### src/rtl/idxl_pkg.sv
`timescale 1ns / 1ps

package idxl_pkg;

    localparam int KIND_W = 4;
    localparam int POS_W  = 5;
    localparam int CH_W   = 8;
    localparam int CNT_W  = 5;
    localparam int ST_W   = 2;

    localparam int S_DATA_W = 24;
    localparam int M_DATA_W = 32;

    typedef enum logic [KIND_W-1:0] {
        KIND_PUSH_BACK  = 4'd0,
        KIND_PUSH_FRONT = 4'd1,
        KIND_INSERT_AT  = 4'd2,
        KIND_REMOVE_AT  = 4'd3,
        KIND_POP_FRONT  = 4'd4,
        KIND_POP_BACK   = 4'd5,
        KIND_REPLACE_AT = 4'd6,
        KIND_READ_AT    = 4'd7,
        KIND_CLEAR      = 4'd8
    } kind_t;

    typedef enum logic [ST_W-1:0] {
        ST_OK    = 2'd0,
        ST_INDEX = 2'd1,
        ST_EMPTY = 2'd2,
        ST_FULL  = 2'd3
    } status_t;

    typedef enum logic [1:0] {
        CELL_HOLD       = 2'd0,
        CELL_SHIFT_UP   = 2'd1,
        CELL_SHIFT_DOWN = 2'd2,
        CELL_WRITE      = 2'd3
    } cell_op_t;

    typedef struct packed {
        cell_op_t        op;
        logic [CH_W-1:0] ch;
    } cell_ctrl_t;

endpackage

### src/rtl/idxl_cell.sv
`timescale 1ns / 1ps

module idxl_cell
    import idxl_pkg::*;
#(
    parameter int IW = 4
) (
    input  logic            aclk,
    input  cell_ctrl_t      ctrl,
    input  logic [IW-1:0]   at,
    input  logic [IW-1:0]   idx,
    input  logic [CH_W-1:0] left,
    input  logic [CH_W-1:0] right,
    output logic [CH_W-1:0] q
);

    logic [CH_W-1:0] q_reg;
    logic [CH_W-1:0] q_next;

    always_comb begin
        q_next = q_reg;
        unique case (ctrl.op)
            CELL_HOLD: begin
                q_next = q_reg;
            end
            CELL_SHIFT_UP: begin
                if (idx > at) begin
                    q_next = left;
                end else if (idx == at) begin
                    q_next = ctrl.ch;
                end
            end
            CELL_SHIFT_DOWN: begin
                if (idx >= at) begin
                    q_next = right;
                end
            end
            CELL_WRITE: begin
                if (idx == at) begin
                    q_next = ctrl.ch;
                end
            end
            default: begin
                q_next = q_reg;
            end
        endcase
    end

    always_ff @(posedge aclk) begin
        q_reg <= q_next;
    end

    assign q = q_reg;

endmodule

### src/rtl/indexed_char_list.sv
`timescale 1ns / 1ps

// Ordered byte list held in a row of DEPTH cells.
// Slave channel: one word per operation; s_tdata carries kind, position, ch.
// Master channel: one word per operation; m_tdata carries read_value,
// first_value, last_value, count and status after the operation.
// Every cell shifts up, shifts down, loads or holds in the cycle in which a
// word is accepted; one operation is taken per cycle while s_tready is high.
// Result path: the cells and the evaluation stage register the operation
// when it is accepted, then the output register selects the read, first and
// last bytes out of the row.
// Throughput: one word per cycle while m_tready stays high.
// Reset: length returns to zero and both stages empty; cell bytes keep their
// values but are never shown before they are rewritten.
// Stall: while m_tready is low the result holds in the output register, one
// more operation is taken into the evaluation stage, then s_tready drops.
module indexed_char_list
    import idxl_pkg::*;
#(
    parameter int DEPTH = 16
) (
    input  logic                aclk,
    input  logic                aresetn,
    input  logic                s_tvalid,
    output logic                s_tready,
    // kind[3:0], position[8:4], ch[16:9], zero pad
    input  logic [S_DATA_W-1:0] s_tdata,
    output logic                m_tvalid,
    input  logic                m_tready,
    // read_value[7:0], first_value[15:8], last_value[23:16], count[28:24],
    // status[30:29], zero pad
    output logic [M_DATA_W-1:0] m_tdata
);

    localparam int IW = $clog2(DEPTH);
    localparam int LW = $clog2(DEPTH + 1);
    localparam int CW = (LW > POS_W) ? LW : POS_W;

    logic [KIND_W-1:0] in_kind;
    logic [POS_W-1:0]  in_pos;
    logic [CH_W-1:0]   in_ch;

    logic [LW-1:0] len_reg, len_next, len_dec;
    logic [CW-1:0] len_c, pos_c;
    logic          full, empty;

    cell_ctrl_t    cell_ctrl;
    cell_op_t      dec_op;
    logic [IW-1:0] cell_at, dec_at;
    status_t       dec_status;
    logic          dec_rd;
    logic [LW-1:0] len_m1;

    logic          eval_valid_reg;
    logic          eval_rd_reg;
    logic [IW-1:0] eval_idx_reg;
    status_t       eval_status_reg;

    logic                m_tvalid_reg;
    logic [M_DATA_W-1:0] m_tdata_reg;

    logic accept, out_free;

    logic [CH_W-1:0] cells_q [DEPTH];
    logic [CH_W-1:0] left_w  [DEPTH];
    logic [CH_W-1:0] right_w [DEPTH];

    logic [CH_W-1:0] rd_val, first_val, last_val;
    logic [IW-1:0]   last_idx;
    logic [CW-1:0]   len_out_c;

    assign in_kind = s_tdata[KIND_W-1:0];
    assign in_pos  = s_tdata[KIND_W+POS_W-1:KIND_W];
    assign in_ch   = s_tdata[KIND_W+POS_W+CH_W-1:KIND_W+POS_W];

    assign out_free = !m_tvalid_reg || m_tready;
    assign s_tready = !eval_valid_reg || out_free;
    assign accept   = s_tvalid && s_tready;

    assign len_c  = CW'(len_reg);
    assign pos_c  = CW'(in_pos);
    assign full   = (len_reg == LW'(DEPTH));
    assign empty  = (len_reg == '0);
    assign len_m1 = len_reg - LW'(1);

    always_comb begin
        dec_op     = CELL_HOLD;
        dec_at     = '0;
        dec_status = ST_OK;
        dec_rd     = 1'b0;
        len_dec    = len_reg;
        unique case (kind_t'(in_kind))
            KIND_PUSH_BACK: begin
                if (full) begin
                    dec_status = ST_FULL;
                end else begin
                    dec_op  = CELL_SHIFT_UP;
                    dec_at  = len_reg[IW-1:0];
                    len_dec = len_reg + LW'(1);
                end
            end
            KIND_PUSH_FRONT: begin
                if (full) begin
                    dec_status = ST_FULL;
                end else begin
                    dec_op  = CELL_SHIFT_UP;
                    len_dec = len_reg + LW'(1);
                end
            end
            KIND_INSERT_AT: begin
                if (pos_c > len_c) begin
                    dec_status = ST_INDEX;
                end else if (full) begin
                    dec_status = ST_FULL;
                end else begin
                    dec_op  = CELL_SHIFT_UP;
                    dec_at  = pos_c[IW-1:0];
                    len_dec = len_reg + LW'(1);
                end
            end
            KIND_REMOVE_AT: begin
                if (pos_c >= len_c) begin
                    dec_status = ST_INDEX;
                end else begin
                    dec_op  = CELL_SHIFT_DOWN;
                    dec_at  = pos_c[IW-1:0];
                    len_dec = len_m1;
                end
            end
            KIND_POP_FRONT: begin
                if (empty) begin
                    dec_status = ST_EMPTY;
                end else begin
                    dec_op  = CELL_SHIFT_DOWN;
                    len_dec = len_m1;
                end
            end
            KIND_POP_BACK: begin
                if (empty) begin
                    dec_status = ST_EMPTY;
                end else begin
                    dec_op  = CELL_SHIFT_DOWN;
                    dec_at  = len_m1[IW-1:0];
                    len_dec = len_m1;
                end
            end
            KIND_REPLACE_AT: begin
                if (pos_c >= len_c) begin
                    dec_status = ST_INDEX;
                end else begin
                    dec_op = CELL_WRITE;
                    dec_at = pos_c[IW-1:0];
                end
            end
            KIND_READ_AT: begin
                if (pos_c >= len_c) begin
                    dec_status = ST_INDEX;
                end else begin
                    dec_rd = 1'b1;
                    dec_at = pos_c[IW-1:0];
                end
            end
            KIND_CLEAR: begin
                len_dec = '0;
            end
            default: begin
                dec_status = ST_OK;
            end
        endcase
    end

    assign cell_ctrl.op = accept ? dec_op : CELL_HOLD;
    assign cell_ctrl.ch = in_ch;
    assign cell_at      = dec_at;
    assign len_next     = accept ? len_dec : len_reg;

    for (genvar i = 0; i < DEPTH; i++) begin : g_cell
        if (i == 0) begin : g_first
            assign left_w[i] = '0;
        end else begin : g_mid_l
            assign left_w[i] = cells_q[i-1];
        end
        if (i == DEPTH - 1) begin : g_last
            assign right_w[i] = '0;
        end else begin : g_mid_r
            assign right_w[i] = cells_q[i+1];
        end

        idxl_cell #(
            .IW(IW)
        ) u_cell (
            .aclk  (aclk),
            .ctrl  (cell_ctrl),
            .at    (cell_at),
            .idx   (IW'(i)),
            .left  (left_w[i]),
            .right (right_w[i]),
            .q     (cells_q[i])
        );
    end

    always_ff @(posedge aclk) begin
        if (!aresetn) begin
            len_reg        <= '0;
            eval_valid_reg <= 1'b0;
        end else begin
            len_reg <= len_next;
            if (accept) begin
                eval_valid_reg <= 1'b1;
            end else if (out_free) begin
                eval_valid_reg <= 1'b0;
            end
        end
    end

    always_ff @(posedge aclk) begin
        if (accept) begin
            eval_rd_reg     <= dec_rd;
            eval_idx_reg    <= dec_at;
            eval_status_reg <= dec_status;
        end
    end

    // select bytes out of the row as it stands after the operation
    assign last_idx  = len_m1[IW-1:0];
    assign first_val = empty ? '0 : cells_q[0];
    assign last_val  = empty ? '0 : cells_q[last_idx];
    assign rd_val    = eval_rd_reg ? cells_q[eval_idx_reg] : '0;
    assign len_out_c = CW'(len_reg);

    always_ff @(posedge aclk) begin
        if (!aresetn) begin
            m_tvalid_reg <= 1'b0;
        end else if (out_free) begin
            m_tvalid_reg <= eval_valid_reg;
        end
    end

    always_ff @(posedge aclk) begin
        if (out_free && eval_valid_reg) begin
            m_tdata_reg <= {1'b0, eval_status_reg, len_out_c[CNT_W-1:0],
                            last_val, first_val, rd_val};
        end
    end

    assign m_tvalid = m_tvalid_reg;
    assign m_tdata  = m_tdata_reg;

endmodule

### config.mk
export PLATFORM = sky130hd
export DESIGN_NAME = indexed_char_list
export DESIGN_NICKNAME = d
export VERILOG_FILES = /design/src/rtl/idxl_pkg.sv /design/src/rtl/idxl_cell.sv /design/src/rtl/indexed_char_list.sv
export SDC_FILE = /design/constraint.sdc
export NUM_CORES = 1
export LEC_CHECK = 0
export BUFFER_PORTS_ARGS = -buffer_cell sky130_fd_sc_hd__clkbuf_2
export CAP_MARGIN = 20
export CORE_ASPECT_RATIO = 1.1
export CORE_MARGIN = 4
export CORE_UTILIZATION = 38
export CTS_BUF_LIST = sky130_fd_sc_hd__clkbuf_4 sky130_fd_sc_hd__clkbuf_8 sky130_fd_sc_hd__clkbuf_16
export DETAILED_ROUTE_END_ITERATION = 8
export PLACE_DENSITY = 0.57
export SLEW_MARGIN = 15
export SYNTH_ARGS = -nofsm -noshare
export SYNTH_HDL_FRONTEND = slang
export SYNTH_SLANG_ARGS = --single-unit
export TNS_END_PERCENT = 5
### constraint.sdc
create_clock -name aclk -period 5.11 [get_ports aclk]
set_input_delay 0.511 -clock aclk [delete_from_list [all_inputs] [get_ports aclk]]
set_output_delay 0.511 -clock aclk [all_outputs]
set_load 0.05 [all_outputs]
==> results.md <==
* Outcome: complete, no violations
* PD cells at about 290 nW/µm²
* I/O pins at 62
* Hold endpoint: eval_valid_reg
* Routed len/inst at roughly 28 µm
* FF+latch count, synth at 173
* Hold path depth at 3
* Clock Tree Buf Depth at 2
* Starting density of the core at 0.388
* Pin count of the biggest net entering global routing at 41
* Slowest stage delay, CP at a little under 0.7 ns
* Fin crit share at 0.844
* CTS Hold Buffers Added at 0
* Hold crit path type: primary input to flop
* Most instantiated cells after synthesis: 166 x edfxtp_1, 122 x mux2i_1, 95 x o21ai_0
* Die Area at roughly 35000 µm²
* Post-synth top area cell: edfxtp_1
* Post-synthesis cell area at approximately 12000 µm²
* RSZ-0062 raised after global routing: no
* Detailed Place HPWL at about 29000 µm
* # setup viols final at 0
* CP Cell Sequence: inv_1 > ha_1 > nand4_1 > o221ai_1 > nor2_1 > a221oi_4 > buf_4 > o21ai_0 > a31oi_1 > o221ai_1
* Worst reg2reg setup slack at 0.80 ns
* Layout Skew at between 0.007 and 0.008 ns
* Reg area at 5130 µm²
* Synth Warn # at 0
* Setup_tns at 0 ns
* GRT Overall Usage at 0.236
* Row Count at just under 70
* Die height at 196 µm
* Hold_sp: s_tvalid
* Gate Count Post-Synth at ~1000
* Max frequency at 232 MHz
* Crit path max fanout at 26
* Mapped Avg Cell Area at about 12 µm²
* Clock Tree Root: clkbuf_16
* Leading post-synthesis cells by cell area: edfxtp_1 41%, mux4_2 15%, mux2i_1 10%
* VDD IR max at 0.255 mV
* Slew @ Worst Pin at between 1 and 1.5 ns
* Slowest CP cell: a31oi_1
* Diodes inserted at 0
* DR iter-0 viols at roughly 1400
* Main flop type after synthesis: edfxtp_1
* Syn nets at 1071
* Most common cell in the netlist: edfxtp_1
* CP Data Arrival Time at 4.46 ns
* Drt via density at 6.67
* Worst EP required at 5.26 ns
* Vias in the first global route at 9345
* Via count at 9927
* Multi-input logic area at 6650 µm²
* CTS buffer count at 17
* Initial antenna violation count at 0
* Drt first pass iters at 6
* Layout cells sized above 1 at 0.237
* Max-cap viol count at 0
* Relative slew slack at 0.268
* Worst Reg-to-Reg Cells at 10
* Max FFs per register at 128
* Core area at 31600 µm²
* Tot Pwr at 3.95 mW
* Synth async-reset ratio at 0
* Post_cts resized at 0
* Area Overhead vs Synth at 11.4%
* CTS Sinks at roughly 170
* Worst setup EP type: flop
* H-tree depth at 4
* Clock latency on the worst-skew pair at approximately 0.45 ns
* Final Slew Violations at 0
* Reg-to-reg startpoint: len_c[3]
* Leak at 4.58 nW
* Post-DRT Antenna Nets at 0
* Worst Setup SP: len_c[3]
* Clock transition at path regs at 0.07 ns
* CP Launch Type: flop
* Crit path kind: flop to flop
* Post-CTS Setup Bufs at 0
* CTS tree: done
* Die Wd at 179 µm
* Layout Nets at 1092
* DRC at 0
* Final GP Congestion at 0.988
* Final instance area at 13700 µm²
* Minimum clock period at 4.31 ns
* Fillers at 2941
* First-pass GRT wire length at slightly above 60000 µm
* R2r endpoint: g_cell[11].u_cell.q[5]
* I/O Buffers at 53
* Placed Area at between 10000 and 15000 µm²
* Most common cell on crit path: o221ai_1
* Hold slack at around 0.33 ns
* Synth top area share at 0.407
* Seq/Total Area, Yosys at 0.418
* Total Wirelength at 41800 µm
* Total grt overflow at 0
* EDFF count, synth at 166
* Final core occ at 0.433
* Synth unique cells at 73
* Final Hold Fails at 0
==> where the power goes <==
part           total, mW  leakage [nW]  internal, mW  switching, mW
registers           1.75          1.60          1.65         0.0966
clock network       1.40         0.301         0.748          0.656
logic              0.799          2.68         0.322          0.477
total               3.95          4.58          2.72           1.23
==> cell usage in the layout, fill, tap and decap left out, types with 18 or more instances in the layout <==
master,synthesis,final
edfxtp_1,166,166
mux2i_1,122,122
o21ai_0,95,95
mux4_2,80,80
a22oi_1,66,66
nand2_1,58,58
clkbuf_2,0,53
buf_4,4,41
nor2_1,33,32
a21oi_1,30,30
inv_1,26,26
o221ai_1,25,25
nor2b_1,23,22
a211oi_1,20,19
o21ai_1,18,18
==> per-stage QoR <==
| stage | cells | worst slack (ns) |
|---|---|---|
| floorplan | 1035 | 0.832 |
| global placement | 1457 | 0.975 |
| detailed placement | 1457 | 0.875 |
| CTS | 1489 | 0.867 |
| global route | 1489 | 0.549 |
| finish | 1489 | 0.796 |
==> cell type report <==
type / instances / area share
clock inverter: 15 / 0.0143
clock buffer: 17 / 0.0312
tap: 420 / 0.0385
inverter: 30 / 0.00880
timing repair buffer: 96 / 0.0449
sequential: 173 / 0.375
multi-input combinational: 738 / 0.487
==> worst max-delay path: cells and delay by family (launching register included) <==
kind                       cells  cell delay (ns)
AOI/OAI and AO/OA              5             2.00
DFF                            1             0.64
adders and majority gates      1             0.33
and+or+nand+nor                2             0.43
buffers and inverters          2             0.60
==> worst max path at each step <==
stage | endpoint | slack, ns
after floorplan | g_cell[6].u_cell.q[0] | 0.83
after global placement | g_cell[11].u_cell.q[4] | 0.97
after detailed placement | g_cell[11].u_cell.q[5] | 0.88
after CTS | g_cell[11].u_cell.q[5] | 0.87
after global routing | g_cell[11].u_cell.q[3] | 0.55
final | g_cell[11].u_cell.q[5] | 0.80
==> layer usage <==
metal / part of all wire / track usage / up-vias
li1: - / - / 4261
met1: 0.40 / 0.330 / 4899
met2: 0.45 / 0.355 / 657
met3: 0.10 / 0.0506 / 110
met4: 0.047 / 0.101 / 0
met5: 0 / 0 / -
==> kinds of logic (layout without fill, tap and decap cells) <==
| family | Yosys count | count (layout) | synth area share |
|---|---|---|---|
| other cells | 1 | 1 | 0.000306 |
| buf+inv | 124 | 158 | 0.0414 |
| compound gates | 332 | 332 | 0.191 |
| flops | 173 | 173 | 0.418 |
| xor+xnor | 3 | 3 | 0.00276 |
| fa+ha+maj | 8 | 8 | 0.00817 |
| mux | 203 | 203 | 0.248 |
| simple gates | 191 | 191 | 0.0908 |
(Power assumes the default switching activity.)
